<file path="config.mk">
export PLATFORM = sky130hd
export DESIGN_NAME = bracket_nesting_checker_top
export DESIGN_NICKNAME = d
export VERILOG_FILES = /design/src/hdl/bnc_pkg.sv /design/src/hdl/bracket_nesting_checker_top.sv /design/src/hdl/bnc_stack.sv
export SDC_FILE = /design/constraint.sdc
export NUM_CORES = 1
export LEC_CHECK = 0
export BUFFER_PORTS_ARGS = -buffer_cell sky130_fd_sc_hd__buf_2
export CAP_MARGIN = 10
export CELL_PAD_IN_SITES_DETAIL_PLACEMENT = 0
export CELL_PAD_IN_SITES_GLOBAL_PLACEMENT = 1
export CORE_ASPECT_RATIO = 1.25
export CORE_MARGIN = 5
export CORE_UTILIZATION = 44
export DETAILED_ROUTE_END_ITERATION = 10
export GPL_ROUTABILITY_DRIVEN = 1
export GPL_TIMING_DRIVEN = 1
export PLACE_DENSITY_LB_ADDON = 0.1
export SLEW_MARGIN = 25
export SYNTH_ARGS = -nofsm -noshare
export SYNTH_HDL_FRONTEND = slang
export SYNTH_SLANG_ARGS = --single-unit
</file>
<file path="constraint.sdc">
create_clock -name clk -period 5.15 [get_ports clk]
set_input_delay 0.515 -clock clk [delete_from_list [all_inputs] [get_ports clk]]
set_output_delay 0.515 -clock clk [all_outputs]
set_load 0.1 [all_outputs]
</file>
<file path="src/hdl/bnc_pkg.sv">
`timescale 1ns / 1ps
// ----------------------------------------------------------------------------
// bnc_pkg
// Shared types, codes and decode functions of the bracket nesting checker.
// ----------------------------------------------------------------------------
package bnc_pkg;

  localparam int DEFAULT_STACK_DEPTH = 128;
  localparam int CHAR_W              = 8;
  localparam int STATUS_W            = 3;
  localparam int SCORE_W             = 64;
  localparam int KIND_W              = 2;

  localparam logic [CHAR_W-1:0] CH_OPEN_PAREN  = 8'h28;
  localparam logic [CHAR_W-1:0] CH_OPEN_SQUARE = 8'h5B;
  localparam logic [CHAR_W-1:0] CH_OPEN_CURLY  = 8'h7B;
  localparam logic [CHAR_W-1:0] CH_OPEN_ANGLE  = 8'h3C;
  localparam logic [CHAR_W-1:0] CH_CLOSE_PAREN  = 8'h29;
  localparam logic [CHAR_W-1:0] CH_CLOSE_SQUARE = 8'h5D;
  localparam logic [CHAR_W-1:0] CH_CLOSE_CURLY  = 8'h7D;
  localparam logic [CHAR_W-1:0] CH_CLOSE_ANGLE  = 8'h3E;

  localparam logic [KIND_W-1:0] KIND_PAREN  = 2'd0;
  localparam logic [KIND_W-1:0] KIND_SQUARE = 2'd1;
  localparam logic [KIND_W-1:0] KIND_CURLY  = 2'd2;
  localparam logic [KIND_W-1:0] KIND_ANGLE  = 2'd3;

  typedef enum logic [STATUS_W-1:0] {
    ST_BALANCED   = 3'd0,
    ST_INCOMPLETE = 3'd1,
    ST_MISMATCH   = 3'd2,
    ST_UNDERFLOW  = 3'd3,
    ST_OVERFLOW   = 3'd4
  } status_t;

  typedef enum logic [2:0] {
    S_IDLE,
    S_EXEC,
    S_LOAD,
    S_UNWIND,
    S_EMIT
  } state_t;

  typedef struct packed {
    logic              hit;
    logic [KIND_W-1:0] kind;
  } kind_dec_t;

  function automatic kind_dec_t decode_open(input logic [CHAR_W-1:0] c);
    kind_dec_t d;
    d.hit  = 1'b1;
    d.kind = KIND_PAREN;
    unique case (c)
      CH_OPEN_PAREN:  d.kind = KIND_PAREN;
      CH_OPEN_SQUARE: d.kind = KIND_SQUARE;
      CH_OPEN_CURLY:  d.kind = KIND_CURLY;
      CH_OPEN_ANGLE:  d.kind = KIND_ANGLE;
      default:        d.hit  = 1'b0;
    endcase
    return d;
  endfunction

  function automatic kind_dec_t decode_close(input logic [CHAR_W-1:0] c);
    kind_dec_t d;
    d.hit  = 1'b1;
    d.kind = KIND_PAREN;
    unique case (c)
      CH_CLOSE_PAREN:  d.kind = KIND_PAREN;
      CH_CLOSE_SQUARE: d.kind = KIND_SQUARE;
      CH_CLOSE_CURLY:  d.kind = KIND_CURLY;
      CH_CLOSE_ANGLE:  d.kind = KIND_ANGLE;
      default:         d.hit  = 1'b0;
    endcase
    return d;
  endfunction

endpackage

</file>
<file path="src/hdl/bracket_nesting_checker_top.sv">
`timescale 1ns / 1ps
// ----------------------------------------------------------------------------
// bracket_nesting_checker_top
// Checks bracket nesting of a line, one character per request.
// ----------------------------------------------------------------------------
// Input channel (in_*): one character per request, in_end_of_line marks the
// last character of a line. in_stall is high while a character is in work.
// Output channel (out_*): one request per line, given after the marked
// character: line status and, for an incomplete line, its completion score.
// Each character is accepted, then the stack is updated with the top entry
// read from the stack memory the cycle before. A final character then places
// the result; for an incomplete line a load step and one unwind step per open
// entry come first, as one shared 64-bit multiply-by-5-and-add unit builds
// the score while it walks the stack from the top, one memory read per cycle.
// The result sits in an output register; new characters are accepted while
// it waits. If the receiver stalls and a second result is ready, the block
// holds it and stalls its input until the output register frees.
// Reset (rst_n low, synchronous) empties the stack and clears error and
// output valid; stack contents need no clearing.
// ----------------------------------------------------------------------------
module bracket_nesting_checker_top #(
  parameter int STACK_DEPTH = bnc_pkg::DEFAULT_STACK_DEPTH
) (
  input  logic                          clk,
  input  logic                          rst_n,
  input  logic                          in_valid,
  output logic                          in_stall,
  input  logic [bnc_pkg::CHAR_W-1:0]    in_char_code,
  input  logic                          in_end_of_line,
  output logic                          out_valid,
  input  logic                          out_stall,
  output logic [bnc_pkg::STATUS_W-1:0]  out_line_status,
  output logic [bnc_pkg::SCORE_W-1:0]   out_completion_score
);
  import bnc_pkg::*;

  localparam int LW = $clog2(STACK_DEPTH + 1);
  localparam int IW = (STACK_DEPTH > 1) ? $clog2(STACK_DEPTH) : 1;

  state_t               state_r, state_nxt;
  logic [CHAR_W-1:0]    char_r;
  logic                 eol_r;
  logic [LW-1:0]        level_r, level_nxt;
  status_t              err_r, err_nxt;
  status_t              status_r, status_nxt;
  logic [SCORE_W-1:0]   score_r, score_nxt;
  logic                 out_valid_r, out_valid_nxt;
  status_t              out_status_r;
  logic [SCORE_W-1:0]   out_score_r;

  logic                 in_take;
  logic                 out_free;
  kind_dec_t            od, cd;
  logic [LW-1:0]        ex_level;
  status_t              ex_err;
  logic                 ex_push;
  logic [LW-1:0]        lvl_m1, lvl_m2;
  logic [IW-1:0]        raddr;
  logic [KIND_W-1:0]    rd_kind;
  logic [SCORE_W-1:0]   mac;

  assign in_stall = (state_r != S_IDLE);
  assign in_take  = in_valid && !in_stall;
  assign out_free = !out_valid_r || !out_stall;

  assign od = decode_open(char_r);
  assign cd = decode_close(char_r);

  assign lvl_m1 = level_r - LW'(1);
  assign lvl_m2 = level_r - LW'(2);
  assign raddr  = (state_r == S_UNWIND) ? lvl_m2[IW-1:0] : lvl_m1[IW-1:0];

  bnc_stack #(
    .STACK_DEPTH (STACK_DEPTH),
    .IW          (IW)
  ) u_stack (
    .clk   (clk),
    .we    (ex_push && (state_r == S_EXEC)),
    .waddr (level_r[IW-1:0]),
    .wdata (od.kind),
    .raddr (raddr),
    .rdata (rd_kind)
  );

  // shared unit: score*5 + kind + 1
  assign mac = (score_r << 2) + score_r + SCORE_W'(rd_kind) + SCORE_W'(1);

  always_comb begin
    ex_level = level_r;
    ex_err   = err_r;
    ex_push  = 1'b0;
    if (err_r == ST_BALANCED) begin
      if (od.hit) begin
        if (level_r == LW'(STACK_DEPTH)) begin
          ex_err = ST_OVERFLOW;
        end else begin
          ex_push  = 1'b1;
          ex_level = level_r + LW'(1);
        end
      end else if (cd.hit) begin
        if (level_r == '0) begin
          ex_err = ST_UNDERFLOW;
        end else begin
          ex_level = lvl_m1;
          if (rd_kind != cd.kind) begin
            ex_err = ST_MISMATCH;
          end
        end
      end
    end
  end

  always_comb begin
    state_nxt = state_r;
    unique case (state_r)
      S_IDLE: begin
        if (in_take) state_nxt = S_EXEC;
      end
      S_EXEC: begin
        if (!eol_r) begin
          state_nxt = S_IDLE;
        end else if (ex_err == ST_BALANCED && ex_level != '0) begin
          state_nxt = S_LOAD;
        end else begin
          state_nxt = S_EMIT;
        end
      end
      S_LOAD: state_nxt = S_UNWIND;
      S_UNWIND: begin
        if (level_r == LW'(1)) state_nxt = S_EMIT;
      end
      S_EMIT: begin
        if (out_free) state_nxt = S_IDLE;
      end
      default: state_nxt = S_IDLE;
    endcase
  end

  always_comb begin
    level_nxt     = level_r;
    err_nxt       = err_r;
    status_nxt    = status_r;
    score_nxt     = score_r;
    out_valid_nxt = out_valid_r && out_stall;
    unique case (state_r)
      S_IDLE: ;
      S_EXEC: begin
        level_nxt = ex_level;
        err_nxt   = ex_err;
        if (eol_r) begin
          score_nxt = '0;
          if (ex_err != ST_BALANCED) begin
            status_nxt = ex_err;
          end else if (ex_level == '0) begin
            status_nxt = ST_BALANCED;
          end else begin
            status_nxt = ST_INCOMPLETE;
          end
        end
      end
      S_LOAD: ;
      S_UNWIND: begin
        score_nxt = mac;
        level_nxt = lvl_m1;
      end
      S_EMIT: begin
        if (out_free) begin
          out_valid_nxt = 1'b1;
          level_nxt     = '0;
          err_nxt       = ST_BALANCED;
        end
      end
      default: ;
    endcase
  end

  always_ff @(posedge clk) begin
    if (!rst_n) begin
      state_r     <= S_IDLE;
      level_r     <= '0;
      err_r       <= ST_BALANCED;
      out_valid_r <= 1'b0;
    end else begin
      state_r     <= state_nxt;
      level_r     <= level_nxt;
      err_r       <= err_nxt;
      out_valid_r <= out_valid_nxt;
    end
  end

  always_ff @(posedge clk) begin
    if (in_take) begin
      char_r <= in_char_code;
      eol_r  <= in_end_of_line;
    end
    status_r <= status_nxt;
    score_r  <= score_nxt;
    if (state_r == S_EMIT && out_free) begin
      out_status_r <= status_r;
      out_score_r  <= score_r;
    end
  end

  assign out_valid            = out_valid_r;
  assign out_line_status      = out_status_r;
  assign out_completion_score = out_score_r;

  a_level_bound: assert property (@(posedge clk) disable iff (!rst_n)
    level_r <= LW'(STACK_DEPTH))
    else $error("stack level beyond depth");

  a_result_from_emit: assert property (@(posedge clk) disable iff (!rst_n)
    $rose(out_valid_r) |-> $past(state_r == S_EMIT))
    else $error("result raised outside emit");

  a_line_cleared: assert property (@(posedge clk) disable iff (!rst_n)
    (state_r == S_EMIT && out_free) |=> (level_r == '0 && err_r == ST_BALANCED))
    else $error("line state not cleared after result");

  a_unwind_status: assert property (@(posedge clk) disable iff (!rst_n)
    (state_r == S_UNWIND) |-> (status_r == ST_INCOMPLETE && level_r != '0))
    else $error("unwind without open entries");

  a_err_code: assert property (@(posedge clk) disable iff (!rst_n)
    (err_r == ST_BALANCED || err_r == ST_MISMATCH ||
     err_r == ST_UNDERFLOW || err_r == ST_OVERFLOW))
    else $error("bad line error code");

endmodule

</file>
<file path="src/hdl/bnc_stack.sv">
`timescale 1ns / 1ps
// ----------------------------------------------------------------------------
// bnc_stack
// Bracket kind store: one write port, one read port with registered data.
// ----------------------------------------------------------------------------
module bnc_stack #(
  parameter int STACK_DEPTH = bnc_pkg::DEFAULT_STACK_DEPTH,
  parameter int IW          = (STACK_DEPTH > 1) ? $clog2(STACK_DEPTH) : 1
) (
  input  logic                        clk,
  input  logic                        we,
  input  logic [IW-1:0]               waddr,
  input  logic [bnc_pkg::KIND_W-1:0]  wdata,
  input  logic [IW-1:0]               raddr,
  output logic [bnc_pkg::KIND_W-1:0]  rdata
);
  import bnc_pkg::*;

  logic [KIND_W-1:0] mem [STACK_DEPTH];
  logic [KIND_W-1:0] rdata_r;

  always_ff @(posedge clk) begin
    if (we) begin
      mem[waddr] <= wdata;
    end
    rdata_r <= mem[raddr];
  end

  assign rdata = rdata_r;

endmodule

</file>
### Word level (Yosys, flattened, before mapping)

Memories as Yosys holds them, arrays and structs flattened. A register that Yosys moved wholly into a read port is not among the register bits.
Cells that the tools add are included.

| storage, ports and cells | value |
|---|---|
| memory bits (writable) | 256 |
| word-level logic and storage cells | 99 |
| output and inout bits | 69 |
| memories kept | 1 |
| bits in registers | 158 |
| bits of input ports | 13 |

| operators by class | value |
|---|---|
| equality and inequality tests | 19 |
| reductions and logical operators | 27 |
| muxes and demuxes | 36 |
| $add $sub $neg | 6 |

Memory list:

| memory | words | bits a word | read ports | clocked after Yosys merged registers in | wr ports | RTL line | source |
|---|---|---|---|---|---|---|---|
| u_stack.mem | 128 | 2 | 1 | 1 | 1 | bnc_stack.sv:19 | `logic [KIND_W-1:0] mem [STACK_DEPTH];` |

Operators with widths:

| kind | number |
|---|---|
| $pmux W64 S2 | 1 |
| $add A64 B1 Y64 const B | 1 |
| $add A64 B2 Y64 | 1 |
| $add A64 B64 Y64 | 1 |
| $mux W64 | 1 |
| $mux W8 | 6 |
| $mux W3 | 12 |
| $eq A8 B6 Y1 const B | 4 |
| $eq A8 B7 Y1 const B | 4 |
| $pmux W8 S3 | 1 |
| $logic_not A8 Y1 | 2 |
| $pmux W3 S5 | 1 |
| $pmux W2 S3 | 2 |
| $mux W1 | 10 |
| $logic_not A3 Y1 | 3 |
| $reduce_bool A3 Y1 | 3 |
| $add A8 B1 Y8 const B | 1 |
| $eq A8 B1 Y1 const B | 1 |
| $eq A8 B8 Y1 const B | 1 |
| $reduce_and A2 Y1 | 4 |
| $reduce_bool A8 Y1 | 1 |
| $reduce_or A4 Y1 | 2 |
| $sub A8 B1 Y8 const B | 1 |
| $mux W7 | 1 |
| other kinds (13) | 23 |

### Longest topological paths before layout

| logic depth | value |
|---|---|
| depth after elaboration | 13 |
| depth in mapped cells | 14 |
| mapped depth without buffers | 14 |

### Hierarchy

From an unflattened synthesis, not the netlist that was laid out.

| unflattened totals | value |
|---|---|
| cell total of the unflattened synthesis | 1617 |
| area total of the unflattened synthesis | 20538.4 sq um |

By module, submodules not included:

| module | area each (sq um) | seq. area each (sq um) | times used | cells an instance |
|---|---|---|---|---|
| bnc_stack | 10612.7 | 7727.4 | 1 | 611 |
| bracket_nesting_checker_top | 9925.8 | 4594.4 | 1 | 1006 |

### Worst setup path before layout

OpenSTA, ideal clock, no wires.

| timing path | value |
|---|---|
| path kind | reg-to-reg |
| start | reg char_r[6] |
| end | mem u_stack.mem[0][0] (data pin) |
| setup time | 0.795 ns |
| slack | 0.318 ns |
| path buffers | 0 |
| required time | 4.355 ns |
| arrival | 4.036 ns |
| stages on the path, launching flop included | 5 |
| period minus slack after synthesis | 4.832 ns |
| path through | edfxtp_1 > nand4bb_4 > nor4b_4 > a21oi_1 > nor2_1 |

RTL lines:

| what | RTL line | source |
|---|---|---|
| start: declaration | bracket_nesting_checker_top.sv:41 | `logic [CHAR_W-1:0] char_r;` |
| start signal: assignment | bracket_nesting_checker_top.sv:193 | `char_r <= in_char_code;` |
| end: declaration | bnc_stack.sv:19 |  |

### Final worst setup path

| timing path | value |
|---|---|
| start | reg score_r[0] |
| end | reg score_r[60] (data pin) |

| between the ends | value |
|---|---|
| longest elaborated chain between the ends | 4 |

Ends and longest elaborated chain:

| what | RTL line | source |
|---|---|---|
| start: declaration | bracket_nesting_checker_top.sv:46 | `logic [SCORE_W-1:0] score_r, score_nxt;` |
| start signal: assignment | bracket_nesting_checker_top.sv:197 | `score_r <= score_nxt;` |
| $add A64 B64 Y64 | bracket_nesting_checker_top.sv:86 | `assign mac = (score_r << 2) + score_r + SCORE_W'(rd_kind) + SCORE_W'(1);` |
| $add A64 B2 Y64 | bracket_nesting_checker_top.sv:86 |  |
| $add A64 B1 Y64 | bracket_nesting_checker_top.sv:86 |  |
| $pmux W64 S2 | bracket_nesting_checker_top.sv:145 | `unique case (state_r)` |

No other way between the ends.
A chain may end at the register's enable or synchronous reset.

==> impl_metrics.csv <==
group,metric,value,unit
clocking,cts_buffers,42,
floorplan,row_count,88,
floorplan,io-pin-count,82,
clocking,cts_hold_buf,0,
routing,m1WireLength,20600,um
clocking,worstSkewPairLatency,570,ps
logic_synthesis,ys_types,90,
timing,fmaxAchievable,0.262,GHz
routing,dr.pass1.iters,4,
worst_setup_path,critPathMaxFanout,4,
timing,hold_viol,0,
routing,top_layer_used,"met4",
pwr,ir_drop,0.000307,V
clocking,cts_resized,0,
final_layout,final_nets,1793,
placed_design,numPortBuffers,81,
floorplan,fp.dieW,204,um
routing,drtIter0Drc,684,
logic_synthesis,synth.most_common_cell,"edfxtp_1",
pwr,power.switching,2.25,mW
routing,drc,0,
pwr,switching_share,0.267,
pwr,p_clk_frac,0.395,
timing,period_minus_slack,3810,ps
global_route,grt_pass1_wl,77800,um
pwr,p_comb_frac,0.151,
logic_synthesis,ys_ff_latch,416,
clocking,clock_sinks,416,
logic_synthesis,synth_flop_cell,"edfxtp_1",
final_layout,syn_to_final_growth,12.4,%
worst_setup_path,worst-path-buf-inv,2,
worst_setup_path,worstPathRequired,5450,ps
worst_setup_path,crit_type,"register to register",
clocking,post_cts_buffers,0,
routing,ant_nets,0,
worst_setup_path,crit_arrival,4110,ps
pwr,seqPwrFrac,0.454,
clocking,htree_levels,2,
logic_synthesis,synth_edf_count,399,
timing,setup_violations,0,
timing,fin_crit_sh,0.740,
final_layout,final_core_util,0.501,
final_layout,stdcell_area,23200,um2
clocking,cts_tree,"built",
global_route,grt_usage,0.193,
logic_synthesis,yosysTopAreaCellShare,0.581,
routing,wl_met3,2010,um
floorplan,floorplan.initialDensity,0.446,
timing,worst_slew_margin_rel,0.305,
floorplan,core_area,46200,um2
logic_synthesis,syn_area_per_cell,12.5,um2
timing,whs,115,ps
global_route,grt_pass1_vias,13600,
final_layout,diodes,0,
pwr,p_int,6.18,mW
pwr,p_per_area,364,nW/um2
routing,drt_wl_total,50000,um
global_route,grt-ovfl-total,0,
logic_synthesis,synth_fp_nets,1732,
worst_setup_path,path_cells,"inv_1 -> ha_1 -> inv_1 -> fa_1 -> a211oi_1 -> o211ai_1 -> nand3b_1 -> a2111oi_2 -> or3_4 -> o31ai_4 -> o211ai_2 -> a221oi_2 -> xnor2_1 -> nor2_1",
min_path,hp-class,"input port to register",
global_route,antenna_found_initial,0,
timing,finalMaxSlewViolations,0,
floorplan,die_area,51300,um2
timing,tightest_slew,1040,ps
min_path,min_path_cells,1,
placed_design,dp_hpwl,33600,um
status,status,"completed",
worst_setup_path,cpPeakStageDelay,420,ps
routing,routedWlPerCell,21.5,um
job,max_cap_violations,0,
logic_synthesis,ys_warn_count,0,
placed_design,gp_congestion,0.833,
logic_synthesis,synthTopCellsByCount,"edfxtp_1, nor2_1, nand2_1, a21oi_1, ha_1",
global_route,grt_max_degree,129,
timing,rsz0062_at_grt,"false",
clocking,clock_path_buffers,3,
placed_design,placed_area,21600,um2
logic_synthesis,async_flop_share,0,
logic_synthesis,synth_area,20600,um2
routing,num_vias,13300,
routing,met2_length,26000,um
pwr,leakagePower,7.88,nW
worst_setup_path,cp_num_cells,14,
floorplan,die-height,252,um
clocking,path_clk_slew,60,ps
worst_setup_path,ff2ff_path_depth,14,
routing,vias_per_cell,5.72,
logic_synthesis,yosysSeqAreaShare,0.598,
worst_setup_path,start_kind,"register",
final_layout,drive_gt1_frac,0.156,
timing,fin_worst_skew,23.7,ps
clocking,cts-root-buf,"clkbuf_16",
worst_setup_path,crit_slowest_cell,"edfxtp_1",
timing,tns,0,ps
logic_synthesis,synth_top_cell_by_area,"edfxtp_1",
worst_setup_path,cp-end-kind,"register",
worst_setup_path,cpMostUsedCell,"inv_1",
logic_synthesis,synthCells,1645,
logic_synthesis,synth.area.top_cells,"edfxtp_1, mux4_2, ha_1",
worst_setup_path,path_delay_family,"compound AO/OA/AOI/OAI gates",
-- cell families after synthesis --
kind of cell	synth area share
DFF	0.598
xor gates and xnor gates	0.0263
muxes	0.0743
AOI/OAI and AO/OA	0.107
buffers and inverters	0.0217
adders and majority gates	0.0453
and+or+nand+nor	0.127
-- flip-flops by register name, summed over array words and instances (netlist names), 8 cells and up --
| name | count |
|---|---|
| char_r | 8 |
| score_r | 64 |
| out_completion_score | 64 |
| level_r | 8 |
| u_stack.mem | 256 |
-- power groups by stage --
stage / Combinational (mW) / Clock (mW) / Sequential, mW
5_1_grt: 1.39 / 3.54 / 3.83
4_1_cts: 1.28 / 3.40 / 3.83
3_3_place_gp: 1.28 / 0 / 3.90
3_5_place_dp: 1.28 / 0 / 3.90
2_1_floorplan: 0.839 / 0 / 3.97
6_report: 1.27 / 3.32 / 3.83
-- final timing paths --
path	start	end	slack, ps
worst max-delay path	score_r[0]	score_r[60]	1340
worst min-delay path	in_char_code[7]	char_r[7]	120
worst max register to register	score_r[0]	score_r[60]	1340
worst min register to register	status_r[0]	out_line_status[0]	480
-- cell usage in the layout, fill, tap and decap left out, drive strengths merged, types with 9 or more instances in the layout --
| cell | count |
|---|---|
| o21bai | 9 |
| xnor2 | 36 |
| nor2b | 9 |
| o21ai | 63 |
| dfxtp | 17 |
| nand2 | 171 |
| a21oi | 113 |
| and2 | 13 |
| a31oi | 14 |
| clkinv | 16 |
| edfxtp | 399 |
| a211oi | 9 |
| bufinv | 9 |
| nand4 | 28 |
| nor4 | 9 |
| inv | 29 |
| xor2 | 26 |
| o211ai | 10 |
| nor2 | 245 |
| and3 | 9 |
| or4 | 11 |
| ha | 73 |
| clkbuf | 48 |
| nor3 | 21 |
| nand3 | 21 |
| buf | 101 |
| a21o | 46 |
| mux4 | 66 |
| o21a | 11 |
-- final cells by class --
| class | instances | area, um2 |
|---|---|---|
| Timing Repair Buffer | 101 | 606 |
| Clock buffer | 48 | 1090 |
| Clock inverter | 30 | 417 |
| Sequential cell | 416 | 12300 |
| Tap cell | 585 | 732 |
| Fill cell | 4139 | 23100 |
| Inverter | 27 | 101 |
| Multi-Input combinational cell | 1118 | 7890 |
-- metrics by stage --
step                power, mW  setup slack, ps  std cells
global route             8.76             1100       2325
floorplan                4.80              318       1645
detailed placement       5.18             1310       2247
finish                   8.42             1340       2325
global placement         5.18             1360       2247
CTS                      8.52             1320       2325
-- metal layers --
| metal | up-vias | track usage |
|---|---|---|
| li1 | 6363 | - |
| met1 | 6590 | 0.242 |
| met2 | 267 | 0.350 |
| met3 | 77 | 0.0288 |
| met4 | 0 | 0.0532 |
| met5 | - | 0 |
No activity file was read; power rests on OpenSTA's default activity.
